[config.mk]
export PLATFORM = sky130hd
export DESIGN_NAME = chip8_instruction_execute
export DESIGN_NICKNAME = d
export VERILOG_FILES = /design/src/rtl/core/cx8_pkg.sv /design/src/rtl/core/cx8_regfile.sv /design/src/rtl/core/cx8_exec.sv /design/src/rtl/core/chip8_instruction_execute.sv
export VERILOG_INCLUDE_DIRS = /design/src /design/src/rtl/core
export SDC_FILE = /design/constraint.sdc
export NUM_CORES = 1
export LEC_CHECK = 0
export BUFFER_PORTS_ARGS = -buffer_cell sky130_fd_sc_hd__clkbuf_2
export CAP_MARGIN = 10
export CORE_MARGIN = 5
export CORE_UTILIZATION = 45
export CTS_CLUSTER_SIZE = 16
export DETAILED_ROUTE_END_ITERATION = 7
export PLACE_DENSITY_LB_ADDON = 0.25
export SETUP_SLACK_MARGIN = 0.5
export SLEW_MARGIN = 0
export SYNTH_ARGS = -nofsm -noshare
export SYNTH_HDL_FRONTEND = slang
export SYNTH_SLANG_ARGS = --single-unit
[constraint.sdc]
create_clock -name aclk -period 5.9 [get_ports aclk]
set_input_delay 0 -clock aclk [delete_from_list [all_inputs] [get_ports aclk]]
set_output_delay 0 -clock aclk [all_outputs]
set_load 0.05 [all_outputs]
[src/rtl/core/assert_macros.svh]
// shared assertion macros for the execute core
`ifndef ASSERT_MACROS_SVH
`define ASSERT_MACROS_SVH

// condition holds at every clock edge out of reset
`define ASSERT_ALWAYS(label, clk, rstn, cond, msg) \
    label: assert property (@(posedge clk) disable iff (!(rstn)) (cond)) else $error(msg);

// consequent holds in the cycle after the antecedent
`define ASSERT_NEXT(label, clk, rstn, ante, cons, msg) \
    label: assert property (@(posedge clk) disable iff (!(rstn)) (ante) |=> (cons)) \
        else $error(msg);

`endif

[src/rtl/core/cx8_pkg.sv]
`timescale 1ns / 1ps

package cx8_pkg;

    // return stack sizing
    localparam int STACK_DEPTH = 16;
    localparam int SP_W        = $clog2(STACK_DEPTH);
    localparam int LVL_W       = $clog2(STACK_DEPTH + 1);
    localparam logic [LVL_W-1:0] STACK_FULL = LVL_W'(STACK_DEPTH);

    // register file and address widths
    localparam int ADDR_W  = 12;
    localparam int DATA_W  = 8;
    localparam int INSTR_W = 16;
    localparam int RIDX_W  = 4;

    localparam logic [ADDR_W-1:0]  START_ADDR_RST = 12'h200;
    localparam logic [RIDX_W-1:0]  FLAG_IDX       = 4'hF;
    localparam logic [RIDX_W-1:0]  V0_IDX         = 4'h0;
    localparam logic [INSTR_W-1:0] INSTR_CLS      = 16'h00E0;
    localparam logic [INSTR_W-1:0] INSTR_RET      = 16'h00EE;

    // top nibble of the instruction word
    typedef enum logic [3:0] {
        OP_SYS  = 4'h0,
        OP_JP   = 4'h1,
        OP_CALL = 4'h2,
        OP_LD   = 4'h6,
        OP_ADD  = 4'h7,
        OP_ALU  = 4'h8,
        OP_SNE  = 4'h9,
        OP_LDI  = 4'hA,
        OP_JPV0 = 4'hB,
        OP_RND  = 4'hC
    } opcode_t;

    // low nibble of the 8xy_ group
    typedef enum logic [3:0] {
        ALU_MOV  = 4'h0,
        ALU_OR   = 4'h1,
        ALU_AND  = 4'h2,
        ALU_XOR  = 4'h3,
        ALU_ADD  = 4'h4,
        ALU_SUB  = 4'h5,
        ALU_SHR  = 4'h6,
        ALU_SUBN = 4'h7,
        ALU_SHL  = 4'hE
    } alu_op_t;

    typedef enum logic [1:0] {
        ST_OK      = 2'd0,
        ST_UNKNOWN = 2'd1,
        ST_STACK   = 2'd2
    } status_t;

    // register file write from the execute stage
    typedef struct packed {
        logic              en;
        logic [RIDX_W-1:0] addr;
        logic [DATA_W-1:0] data;
    } rf_wr_t;

    // one result item
    typedef struct packed {
        logic [ADDR_W-1:0] next_address;
        logic [ADDR_W-1:0] index_value;
        logic [DATA_W-1:0] flag_value;
        logic              clear_screen;
        status_t           status;
    } result_t;

endpackage

[src/rtl/core/cx8_regfile.sv]
`timescale 1ns / 1ps

module cx8_regfile (
    input  logic                         aclk,
    input  logic                         aresetn,
    input  logic                         rd_en,
    input  logic [cx8_pkg::RIDX_W-1:0]   rd_addr_a,
    input  logic [cx8_pkg::RIDX_W-1:0]   rd_addr_b,
    input  cx8_pkg::rf_wr_t              wr,
    output logic [cx8_pkg::DATA_W-1:0]   rd_data_a,
    output logic [cx8_pkg::DATA_W-1:0]   rd_data_b
);
    import cx8_pkg::*;

    localparam int NUM_REGS = 2 ** RIDX_W;

    logic [DATA_W-1:0]   bank_reg [NUM_REGS];
    logic [NUM_REGS-1:0] valid_reg;
    logic [DATA_W-1:0]   rd_a_reg;
    logic [DATA_W-1:0]   rd_b_reg;

    // storage write, no reset on the data
    always_ff @(posedge aclk) begin
        if (wr.en) begin
            bank_reg[wr.addr] <= wr.data;
        end
    end

    // entries read as zero until first written
    always_ff @(posedge aclk) begin
        if (!aresetn) begin
            valid_reg <= '0;
        end else if (wr.en) begin
            valid_reg[wr.addr] <= 1'b1;
        end
    end

    // registered reads with bypass of the write in the same cycle
    always_ff @(posedge aclk) begin
        if (rd_en) begin
            if (wr.en && (wr.addr == rd_addr_a)) begin
                rd_a_reg <= wr.data;
            end else if (valid_reg[rd_addr_a]) begin
                rd_a_reg <= bank_reg[rd_addr_a];
            end else begin
                rd_a_reg <= '0;
            end
            if (wr.en && (wr.addr == rd_addr_b)) begin
                rd_b_reg <= wr.data;
            end else if (valid_reg[rd_addr_b]) begin
                rd_b_reg <= bank_reg[rd_addr_b];
            end else begin
                rd_b_reg <= '0;
            end
        end
    end

    assign rd_data_a = rd_a_reg;
    assign rd_data_b = rd_b_reg;

endmodule

[src/rtl/core/cx8_exec.sv]
`timescale 1ns / 1ps
`include "assert_macros.svh"

module cx8_exec (
    input  logic                          aclk,
    input  logic                          aresetn,
    input  logic                          cfg_wen,
    input  logic [cx8_pkg::ADDR_W-1:0]    cfg_wdata,
    input  logic                          exec_en,
    input  logic [cx8_pkg::INSTR_W-1:0]   instr,
    input  logic [cx8_pkg::DATA_W-1:0]    rnd,
    input  logic [cx8_pkg::DATA_W-1:0]    rd_x,
    input  logic [cx8_pkg::DATA_W-1:0]    rd_y,
    output cx8_pkg::rf_wr_t               rf_wr,
    output cx8_pkg::result_t              res
);
    import cx8_pkg::*;

    logic [ADDR_W-1:0] pc_reg, pc_next;
    logic [ADDR_W-1:0] idx_reg, idx_next;
    logic [DATA_W-1:0] vf_reg, vf_next;
    logic [LVL_W-1:0]  level_reg, level_next;
    logic [ADDR_W-1:0] stack_reg [STACK_DEPTH];

    opcode_t           opcode;
    alu_op_t           alu_op;
    logic [RIDX_W-1:0] x_idx;
    logic [RIDX_W-1:0] y_idx;
    logic [DATA_W-1:0] kk;
    logic [ADDR_W-1:0] nnn;
    logic [DATA_W-1:0] vx;
    logic [DATA_W-1:0] vy;
    logic [DATA_W:0]   sum_xy;
    logic [ADDR_W-1:0] pc_plus2;
    logic [ADDR_W-1:0] pc_plus4;
    logic [LVL_W-1:0]  level_m1;
    logic [ADDR_W-1:0] stack_top;
    logic              push_en;
    logic              res_we;
    logic [DATA_W-1:0] res_data;
    logic              flag_we;
    logic [DATA_W-1:0] flag_data;
    logic              clear;
    status_t           status;

    // instruction fields and operands, VF lives outside the register file
    assign opcode    = opcode_t'(instr[15:12]);
    assign alu_op    = alu_op_t'(instr[3:0]);
    assign x_idx     = instr[11:8];
    assign y_idx     = instr[7:4];
    assign kk        = instr[7:0];
    assign nnn       = instr[ADDR_W-1:0];
    assign vx        = (x_idx == FLAG_IDX) ? vf_reg : rd_x;
    assign vy        = (y_idx == FLAG_IDX) ? vf_reg : rd_y;
    assign sum_xy    = {1'b0, vx} + {1'b0, vy};
    assign pc_plus2  = pc_reg + ADDR_W'(2);
    assign pc_plus4  = pc_reg + ADDR_W'(4);
    assign level_m1  = level_reg - 1'b1;
    assign stack_top = stack_reg[level_m1[SP_W-1:0]];

    // decode and execute
    always_comb begin
        pc_next    = pc_reg;
        idx_next   = idx_reg;
        level_next = level_reg;
        push_en    = 1'b0;
        res_we     = 1'b0;
        res_data   = '0;
        flag_we    = 1'b0;
        flag_data  = '0;
        clear      = 1'b0;
        status     = ST_OK;
        case (opcode)
            OP_SYS: begin
                if (instr == INSTR_CLS) begin
                    clear   = 1'b1;
                    pc_next = pc_plus2;
                end else if (instr == INSTR_RET) begin
                    if ((level_reg == '0) || (level_reg > STACK_FULL)) begin
                        status = ST_STACK;
                    end else begin
                        level_next = level_m1;
                        pc_next    = stack_top + ADDR_W'(2);
                    end
                end else begin
                    status = ST_UNKNOWN;
                end
            end
            OP_JP: begin
                pc_next = nnn;
            end
            OP_CALL: begin
                if (level_reg >= STACK_FULL) begin
                    status = ST_STACK;
                end else begin
                    push_en    = 1'b1;
                    level_next = level_reg + 1'b1;
                    pc_next    = nnn;
                end
            end
            OP_LD: begin
                res_we   = 1'b1;
                res_data = kk;
                pc_next  = pc_plus2;
            end
            OP_ADD: begin
                res_we   = 1'b1;
                res_data = vx + kk;
                pc_next  = pc_plus2;
            end
            OP_ALU: begin
                res_we  = 1'b1;
                pc_next = pc_plus2;
                case (alu_op)
                    ALU_MOV: res_data = vy;
                    ALU_OR:  res_data = vx | vy;
                    ALU_AND: res_data = vx & vy;
                    ALU_XOR: res_data = vx ^ vy;
                    ALU_ADD: begin
                        res_data  = sum_xy[DATA_W-1:0];
                        flag_we   = 1'b1;
                        flag_data = DATA_W'(sum_xy[DATA_W]);
                    end
                    ALU_SUB: begin
                        res_data  = vx - vy;
                        flag_we   = 1'b1;
                        flag_data = DATA_W'(vx >= vy);
                    end
                    ALU_SHR: begin
                        res_data  = {1'b0, vx[DATA_W-1:1]};
                        flag_we   = 1'b1;
                        flag_data = DATA_W'(vx[0]);
                    end
                    ALU_SUBN: begin
                        res_data  = vy - vx;
                        flag_we   = 1'b1;
                        flag_data = DATA_W'(vy >= vx);
                    end
                    ALU_SHL: begin
                        res_data  = {vx[DATA_W-2:0], 1'b0};
                        flag_we   = 1'b1;
                        flag_data = DATA_W'(vx[DATA_W-1]);
                    end
                    default: begin
                        res_we  = 1'b0;
                        pc_next = pc_reg;
                        status  = ST_UNKNOWN;
                    end
                endcase
            end
            OP_SNE: begin
                pc_next = (vx != vy) ? pc_plus4 : pc_plus2;
            end
            OP_LDI: begin
                idx_next = nnn;
                pc_next  = pc_plus2;
            end
            OP_JPV0: begin
                // the y read port carries V0 for this opcode
                pc_next = nnn + {{(ADDR_W - DATA_W){1'b0}}, rd_y};
            end
            OP_RND: begin
                res_we   = 1'b1;
                res_data = rnd & kk;
                pc_next  = pc_plus2;
            end
            default: begin
                status = ST_UNKNOWN;
            end
        endcase
    end

    // flag first, a result aimed at VF wins
    always_comb begin
        if (res_we && (x_idx == FLAG_IDX)) begin
            vf_next = res_data;
        end else if (flag_we) begin
            vf_next = flag_data;
        end else begin
            vf_next = vf_reg;
        end
    end

    assign rf_wr.en   = exec_en && res_we && (x_idx != FLAG_IDX);
    assign rf_wr.addr = x_idx;
    assign rf_wr.data = res_data;

    assign res.next_address = pc_next;
    assign res.index_value  = idx_next;
    assign res.flag_value   = vf_next;
    assign res.clear_screen = clear;
    assign res.status       = status;

    // architectural state
    always_ff @(posedge aclk) begin
        if (!aresetn) begin
            pc_reg    <= START_ADDR_RST;
            idx_reg   <= '0;
            vf_reg    <= '0;
            level_reg <= '0;
        end else begin
            if (cfg_wen) begin
                pc_reg <= cfg_wdata;
            end else if (exec_en) begin
                pc_reg <= pc_next;
            end
            if (exec_en) begin
                idx_reg   <= idx_next;
                vf_reg    <= vf_next;
                level_reg <= level_next;
            end
        end
    end

    // return stack push
    always_ff @(posedge aclk) begin
        if (exec_en && push_en) begin
            stack_reg[level_reg[SP_W-1:0]] <= pc_reg;
        end
    end

    `ASSERT_ALWAYS(a_level_bound, aclk, aresetn, level_reg <= STACK_FULL, "stack level past depth")
    `ASSERT_NEXT(a_stack_err_hold, aclk, aresetn, exec_en && (status == ST_STACK), $stable(level_reg), "stack error moved level")
    `ASSERT_NEXT(a_unknown_hold, aclk, aresetn, exec_en && !cfg_wen && (status == ST_UNKNOWN), $stable(pc_reg) && $stable(vf_reg), "unknown opcode changed state")

endmodule

[src/rtl/core/chip8_instruction_execute.sv]
`timescale 1ns / 1ps
// an input transfer passes the input stage, then the result stage, to the m_ side
// throughput: one instruction per cycle, sustained while m_tready is high
// the register file read is registered at the input transfer, execute and
// state update happen once the result stage can take the result, with write bypass
// reset (aresetn low, synchronous): PC to 0x200, I, VF and stack level to zero,
// V0..VE read as zero, both stages empty

module chip8_instruction_execute (
    input  logic        aclk,
    input  logic        aresetn,
    input  logic        cfg_wen,
    input  logic [11:0] cfg_wdata,      // start_address
    input  logic        s_tvalid,
    output logic        s_tready,
    input  logic [23:0] s_tdata,        // instruction[15:0], random_byte[23:16]
    output logic        m_tvalid,
    input  logic        m_tready,
    output logic [39:0] m_tdata         // next_address[11:0], index_value[23:12],
                                        // flag_value[31:24], clear_screen[32],
                                        // status[34:33], zero[39:35]
);
    import cx8_pkg::*;

    logic                 in_vld_reg, in_vld_next;
    logic [INSTR_W-1:0]   instr_reg;
    logic [DATA_W-1:0]    rnd_reg;
    logic                 out_vld_reg, out_vld_next;
    result_t              out_reg;
    logic                 s_fire;
    logic                 exec_en;
    logic [RIDX_W-1:0]    rd_addr_a;
    logic [RIDX_W-1:0]    rd_addr_b;
    logic [DATA_W-1:0]    rd_x;
    logic [DATA_W-1:0]    rd_y;
    rf_wr_t               rf_wr;
    result_t              res;

    // handshake between input stage and result stage
    assign exec_en      = in_vld_reg && (!out_vld_reg || m_tready);
    assign s_tready     = !in_vld_reg || exec_en;
    assign s_fire       = s_tvalid && s_tready;
    assign in_vld_next  = s_fire ? 1'b1 : (exec_en ? 1'b0 : in_vld_reg);
    assign out_vld_next = exec_en ? 1'b1 : (m_tready ? 1'b0 : out_vld_reg);

    // read addresses taken straight from the incoming transfer
    assign rd_addr_a = s_tdata[11:8];
    assign rd_addr_b = (opcode_t'(s_tdata[15:12]) == OP_JPV0) ? V0_IDX : s_tdata[7:4];

    always_ff @(posedge aclk) begin
        if (!aresetn) begin
            in_vld_reg  <= 1'b0;
            out_vld_reg <= 1'b0;
        end else begin
            in_vld_reg  <= in_vld_next;
            out_vld_reg <= out_vld_next;
        end
    end

    // input and result payload
    always_ff @(posedge aclk) begin
        if (s_fire) begin
            instr_reg <= s_tdata[INSTR_W-1:0];
            rnd_reg   <= s_tdata[INSTR_W+DATA_W-1:INSTR_W];
        end
        if (exec_en) begin
            out_reg <= res;
        end
    end

    cx8_regfile u_regfile (
        .aclk      (aclk),
        .aresetn   (aresetn),
        .rd_en     (s_fire),
        .rd_addr_a (rd_addr_a),
        .rd_addr_b (rd_addr_b),
        .wr        (rf_wr),
        .rd_data_a (rd_x),
        .rd_data_b (rd_y)
    );

    cx8_exec u_exec (
        .aclk      (aclk),
        .aresetn   (aresetn),
        .cfg_wen   (cfg_wen),
        .cfg_wdata (cfg_wdata),
        .exec_en   (exec_en),
        .instr     (instr_reg),
        .rnd       (rnd_reg),
        .rd_x      (rd_x),
        .rd_y      (rd_y),
        .rf_wr     (rf_wr),
        .res       (res)
    );

    assign m_tvalid = out_vld_reg;
    assign m_tdata  = {5'b0, out_reg.status, out_reg.clear_screen, out_reg.flag_value,
                       out_reg.index_value, out_reg.next_address};

endmodule
# Yosys cells after proc, flatten, opt, wreduce, memory -nomap -nowiden
# Memory sizes are Yosys's and may differ from the RTL's.
# Cells that the tools add are included.
# op_classes
addsub,10
multipliers,0
n_div,0
n_lt_le_gt_ge,8
n_eq_ne,30
shift,0
n_mux,55
n_bitwise,5
n_reduce_logical,27
# ops
operator,n
2-to-1 mux 12 bit,9
case mux 12 bit (7 select lines),1
2-to-1 mux 8 bit,9
case mux 8 bit (9 select lines),1
"== test 4 bit, second input constant",9
"== test 16 x 8 -> 1 bit, second input constant",2
case mux 8 bit (4 select lines),1
"adder 12 x 2 -> 12 bit, second input constant",2
"== test 4 x 3 -> 1 bit, second input constant",6
2-to-1 mux 5 bit,4
2-to-1 mux 1 bit,18
bitwise AND 8 bit,2
>= comparator 8 bit,2
bitwise OR 16 bit,1
subtractor 8 bit,2
"less-than comparator 4 x 5 -> 1 bit, second input constant",3
"adder 12 x 3 -> 12 bit, second input constant",1
adder 12 x 8 -> 12 bit,1
"== test 4 x 2 -> 1 bit, second input constant",3
case mux 5 bit (2 select lines),1
adder 8 x 8 -> 9 bit,1
logical AND 1 bit,9
OR reduction 9 bit,1
adder 8 bit,1
other kinds (30),45
# totals
register_bits,130
latchBits,0
ramBits,320
rom_bits,0
in_bits,41
word_cells,153
memories,2
# memory_table
memory,words,width,read_ports,rd_clocked_by_memory_dff,wr,line,rtl
u_exec.stack_reg,16,12,1,0,1,cx8_exec.sv:23,logic [ADDR_W-1:0] stack_reg [STACK_DEPTH];
u_regfile.bank_reg,16,8,2,0,1,cx8_regfile.sv:17,logic [DATA_W-1:0] bank_reg [NUM_REGS];

# Depth between registers and ports, before layout
# An unclocked memory read counts as a cell.
# depth
word_depth,9
mapped_depth,20

# Hierarchy
# Synthesis repeated with hierarchy kept, for this count alone.
# hier_totals
hier_cells,1732
hier_area_um2,23456.2
# by_module_without_submodules
mod,instances,cells_each,area_per_inst_um2,seq_area_each_um2
cx8_exec,1,1241,14054.7,6506.2
cx8_regfile,1,412,7455.9,4644.5
chip8_instruction_execute,1,79,1945.6,1811.7

# Worst setup path after synthesis
# Ideal clock, no wire load.
# synth_path
path_kind,reg2reg
start,register u_exec.level_reg[0]
end,"register out_reg, in the netlist m_tdata[9] (data pin)"
setup_ns,0.261
arrival_time_ns,4.213
required_ns,5.639
setup_slack_ns,1.426
stages_incl_launch_ff,19
path_buffers,5
cell_sequence,dfxtp_1 -> buf_6 -> buf_2 -> buf_6 -> inv_1 -> ha_1 -> buf_2 -> buf_1 -> mux4_2 -> mux2_2 -> nor2_1 -> a21oi_1 -> ha_1 -> or3b_2 -> o22ai_1 -> nor3b_1 -> xor2_1 -> a21oi_1 -> o32a_1
# synth_rtl
element,line,rtl
start: declaration,cx8_exec.sv:22,"logic [LVL_W-1:0] level_reg, level_next;"
start signal: assignment,cx8_exec.sv:210,level_reg <= level_next;
end signal: assignment,chip8_instruction_execute.sv:67,out_reg <= res;
end: declaration,chip8_instruction_execute.sv:29,result_t out_reg;

# Worst setup path after layout
# layout_path
start,register instr_reg[9]
end,register u_exec.pc_reg[8]
# layout_between
elab_chain_cells,7
elab_cells_between_ends,11
cone_classes,eq/ne (4); mux (7)
# layout_lines
element,line,rtl
start: declaration,chip8_instruction_execute.sv:26,logic [INSTR_W-1:0] instr_reg;
start signal: assignment,chip8_instruction_execute.sv:63,instr_reg <= s_tdata[INSTR_W-1:0];
== test 4 bit,cx8_exec.sv:53,assign vx = (x_idx == FLAG_IDX) ? vf_reg : rd_x;
2-to-1 mux 8 bit,cx8_exec.sv:53,
!= test 8 bit,cx8_exec.sv:152,pc_next = (vx != vy) ? pc_plus4 : pc_plus2;
2-to-1 mux 12 bit,cx8_exec.sv:152,
case mux 12 bit (7 select lines) (*),cx8_exec.sv:73,case (opcode)
2-to-1 mux 12 bit (*),cx8_exec.sv:204,end else if (exec_en) begin
2-to-1 mux 12 bit (*),cx8_exec.sv:202,if (cfg_wen) begin
end signal: assignment,cx8_exec.sv:203,pc_reg <= cfg_wdata;
end signal: assignment,cx8_exec.sv:205,pc_reg <= pc_next;
end: declaration,cx8_exec.sv:19,"logic [ADDR_W-1:0] pc_reg, pc_next;"
# Mark *: on every way between the ends. The rest lies on a longest branch, timed or not. The select of a mux whose other input is x is not followed.
# A chain may end at the register's enable or synchronous reset.

==> results list <==
* DRT antenna net count: 0
- Area growth from synthesis to layout: 14.9%
* Warnings, synthesis: 0
- # IOs: 83
- During placement, the flow inserted port buffers numbering 77.
- Maximum clock frequency: 192 MHz
* Final Instance Area: 26800 um^2
- Startpoint of the lowest-slack hold path: cfg_wen
- In this run the register-to-register setup slack is 690 ps.
- Placed cells: 2579
- CTS buffer count: 48
- Quantity of gates resized following cts: 0
* Vert. Die Dim: 238 um
* Violation count after the first detailed-routing iteration: 1779
- The clock arrives with 40.9 ps of skew.
- Layout Cells excl Fill: 2711
- Utilization after layout: 52.2%
- Buffers inserted to repair hold after CTS numbered 41.
* Share of flip-flops with an asynchronous set or reset: 0%
- First-pass GRT wire length: 105 mm
* Global-route usage over all layers: 24.3%
* Placer Congestion: 0.948
- Endpoint of the worst-slack reg-to-reg timing path: u_exec.pc_reg[8]$_SDFFE_PN0P_
- The run finished with clean final reports.
- After Yosys synthesis, full adders, half adders and majority gates account for 3.17% of the synthesized area.
- H-tree lvl count: 2
* Xor and xnor fraction of the mapped netlist area: 1.61%
* Max-slew violation count: 0
- In this run the worst hold path is classified as input port to register.
- Combined area of all synthesized cells: 23300 um^2
- Post-CTS timing repair inserted 0 buffers for setup.
- The first TritonRoute pass finished after 5 iterations.
* Cell area after placement: 24700 um^2
- Final hold slack: 18.8 ps
- Slew Limit Headroom: 19.9%
* Pin count of the biggest net entering global routing: 63
- By area, the combinational part of the netlist is dominated by multiplexers.
* Post-layout minimum cycle time: 5210 ps
- Total number of clock tree sinks: 450
- Counting cells, the worst reg-to-reg path comes to 15.
- Final setup slack of the worst path: 695 ps
* WS Path Type: register to register
* CTS tree: yes
- Summed over all layers, the global routing overflow is 0.
- Kind of capture point of the worst setup path: register
- After routing, the total negative slack on setup checks comes to 0 ps.
- # rows: 83
* Fill cell count: 4422
- For this run, design rule violations remaining after detail routing come to 0.
* Via count of the first global-routing pass: 16786
- Core area: 51300 um^2
- Detailed placement ended at an HPWL of 47.2 mm.
* EDFF count, synth: 395
* Total number of nets in the final design: 2088
* Count of state elements after synthesis: 450
* Synth Instances: 1863
* Setup repair after global routing missed its margin: no
* Max Cap Violations: 0
- Setup violations remaining at the end of the flow were counted as 0.
- The routed design has 70.5 mm of wire.
- STA classifies the critical path startpoint as a register.
* Via count: 16808
- In this run the power density over the cells is 286 nW/um^2.
- The final-report hold violation count came to 0.
* Maximum number of buffers from clock root to sink: 3
- The register with the most flip-flops in the layout has 192 of them.
- Each instance of the synthesized netlist takes up on average 12.5 um^2.
- In the final layout, the share of cells above drive strength 1 is 18.3%.
* Reg-to-Reg Start: instr_reg[9]$_DFFE_PP_
* Average wire per standard cell: 26.0 um
- The die covers 56400 um^2.
- Of the available clock period, the critical path in the final layout requires 88.2%.
- Multiplexer area fraction after synthesis: 14.1%
* Die width: 238 um
- The analysis attributes to cell leakage a power of 9.54 nW.
* Count of unique library cells instantiated by Yosys: 85
- Clock tree root buffer cell: sky130_fd_sc_hd__clkbuf_16
- Required arrival time at the worst endpoint: 6440 ps
- In this run the worst path has a maximum fanout of 11.
* Total Power: 7.65 mW
- Synth Area in Compound Gates: 12.7%
- Dividing the detail-routed via count by the number of cells gives 6.20.
- Among all flip-flop cells after synthesis, the most frequent one is sky130_fd_sc_hd__edfxtp_1.
* Number of cells on the worst hold path: 5
* Initial cell density of the core: 45.4%
- At the later pin of the worst-skew pair, clock insertion delay measures 620 ps.
- After Yosys synthesis, and, or, nand and nor cells account for 9.49% of the synthesized area.
- STA puts the critical path data arrival time at 5750 ps.
- Largest voltage drop on the vdd net: 0.310 mV
- Worst-case hold path end point: u_exec.pc_reg[10]$_SDFFE_PN0P_
* Inserted Diodes: 0
- Actual transition at the worst max-transition pin: 1200 ps
* Number of antenna violations at the first check in global routing: 0
- Before CTS, the worst setup slack after placement is 992 ps.
- For this run, the register share of the synthesized area comes to 55.6%.
- Clock-pin transition on the worst setup and hold timing paths: 60 ps
routing by layer:
metal | wire (um) | share of wire [%] | GRT usage (%) | vias to the layer above
met1 | 28300 | 40 | 32.3 | 8361
li1 | - | - | - | 7500
met3 | 5490 | 7.8 | 4.30 | 175
met4 | 3020 | 4.3 | 9.32 | 0
met5 | 0 | 0 | 0 | -
met2 | 33800 | 48 | 40.1 | 772
cell type report:
cell class	instances	area [um^2]	share of cell area [%]
Inverter	69	259	0.967
Clock buffer	59	1250	4.68
Multi-Input combinational cell	1232	9690	36.2
Tap cell	680	851	3.18
Sequential cell	450	13000	48.4
Timing Repair Buffer	190	1330	4.98
Clock inverter	31	427	1.59
cell families (layout without fill, tap and decap cells):
kind of cell | count (synthesis) | after routing
XOR/XNOR | 42 | 42
flip-flops | 450 | 450
other | 1 | 13
multiplexers | 210 | 210
AO/OA/AOI/OAI | 440 | 440
adder cells (fa/ha/maj) | 56 | 56
buffers and inverters | 193 | 349
AND/OR/NAND/NOR | 471 | 471
cells in the mapped netlist, drive strengths merged, types with 12 or more instances:
library cell,number,area share (%)
a211oi,20,0.64
a21o,17,0.55
a21oi,118,2.5
a221oi,17,0.64
a31oi,21,0.56
and2,14,0.38
and3,16,0.43
buf,34,0.81
clkbuf,90,1.4
dfxtp,55,4.7
edfxtp,395,51
ha,51,2.7
inv,67,1.1
mux2,34,1.6
mux2i,86,3.7
mux4,90,8.7
nand2,130,2.1
nand2b,17,0.46
nand3,43,0.92
nor2,144,2.3
nor2b,14,0.38
nor3,38,0.82
nor4,16,0.48
o211ai,21,0.68
o21a,22,0.71
o21ai,60,1.3
o221ai,12,0.45
o22ai,36,0.97
o31ai,14,0.45
xnor2,30,1.1
xor2,12,0.48
worst max-delay path by stage:
| stage | from | to | slack, ps | cells after the start |
|---|---|---|---|---|
| after floorplan | u_exec.level_reg[0]$_SDFFE_PN0P_ | m_tdata[9]$_DFFE_PP_ | 1430 | 18 |
| after global placement | instr_reg[7]$_DFFE_PP_ | u_regfile.bank_reg[10][7]$_DFFE_PP_ | 1180 | 14 |
| after detailed placement | instr_reg[7]$_DFFE_PP_ | u_regfile.bank_reg[15][7]$_DFFE_PP_ | 990 | 14 |
| after CTS | instr_reg[9]$_DFFE_PP_ | u_exec.pc_reg[8]$_SDFFE_PN0P_ | 820 | 15 |
| after global routing | instr_reg[11]$_DFFE_PP_ | u_exec.pc_reg[8]$_SDFFE_PN0P_ | 510 | 15 |
| final | instr_reg[9]$_DFFE_PP_ | u_exec.pc_reg[8]$_SDFFE_PN0P_ | 690 | 15 |
power breakdown:
group          internal [mW]  leakage (nW)  total, mW  switching (mW)
registers               3.52          4.09       3.60          0.0792
clock network           1.88         0.801       3.19            1.31
logic                  0.306          4.65      0.855           0.549
total                   5.71          9.54       7.65            1.94
cells in the final DEF (no fill, tap or decap), types with 20 or more instances in the layout:
| cell | n |
|---|---|
| sky130_fd_sc_hd__a211oi_1 | 20 |
| sky130_fd_sc_hd__a21oi_1 | 118 |
| sky130_fd_sc_hd__a31oi_1 | 21 |
| sky130_fd_sc_hd__buf_4 | 71 |
| sky130_fd_sc_hd__clkbuf_16 | 48 |
| sky130_fd_sc_hd__clkbuf_2 | 77 |
| sky130_fd_sc_hd__dfxtp_1 | 54 |
| sky130_fd_sc_hd__dlygate4sd3_1 | 41 |
| sky130_fd_sc_hd__edfxtp_1 | 395 |
| sky130_fd_sc_hd__ha_1 | 51 |
| sky130_fd_sc_hd__inv_1 | 65 |
| sky130_fd_sc_hd__mux2_2 | 33 |
| sky130_fd_sc_hd__mux2i_1 | 86 |
| sky130_fd_sc_hd__mux4_2 | 89 |
| sky130_fd_sc_hd__nand2_1 | 130 |
| sky130_fd_sc_hd__nand3_1 | 43 |
| sky130_fd_sc_hd__nor2_1 | 143 |
| sky130_fd_sc_hd__nor3_1 | 34 |
| sky130_fd_sc_hd__o211ai_1 | 21 |
| sky130_fd_sc_hd__o21a_1 | 22 |
| sky130_fd_sc_hd__o21ai_0 | 53 |
| sky130_fd_sc_hd__o22ai_1 | 36 |
| sky130_fd_sc_hd__xnor2_1 | 30 |
critical path, stage by stage (launching register included):
cell and delay [ps]:
sky130_fd_sc_hd__edfxtp_1 400, sky130_fd_sc_hd__nand4_1 100, sky130_fd_sc_hd__buf_4 220, sky130_fd_sc_hd__mux2i_1 560, sky130_fd_sc_hd__inv_1 250, sky130_fd_sc_hd__ha_1 490, sky130_fd_sc_hd__nor3_1 480, sky130_fd_sc_hd__and4_1 290
sky130_fd_sc_hd__o211a_1 260, sky130_fd_sc_hd__a21oi_1 350, sky130_fd_sc_hd__o211ai_1 320, sky130_fd_sc_hd__o221ai_1 160, sky130_fd_sc_hd__o211ai_1 220, sky130_fd_sc_hd__nor4_1 80, sky130_fd_sc_hd__a2111oi_0 350, sky130_fd_sc_hd__dlygate4sd3_1 590
No activity file was read; power rests on OpenSTA's default activity.
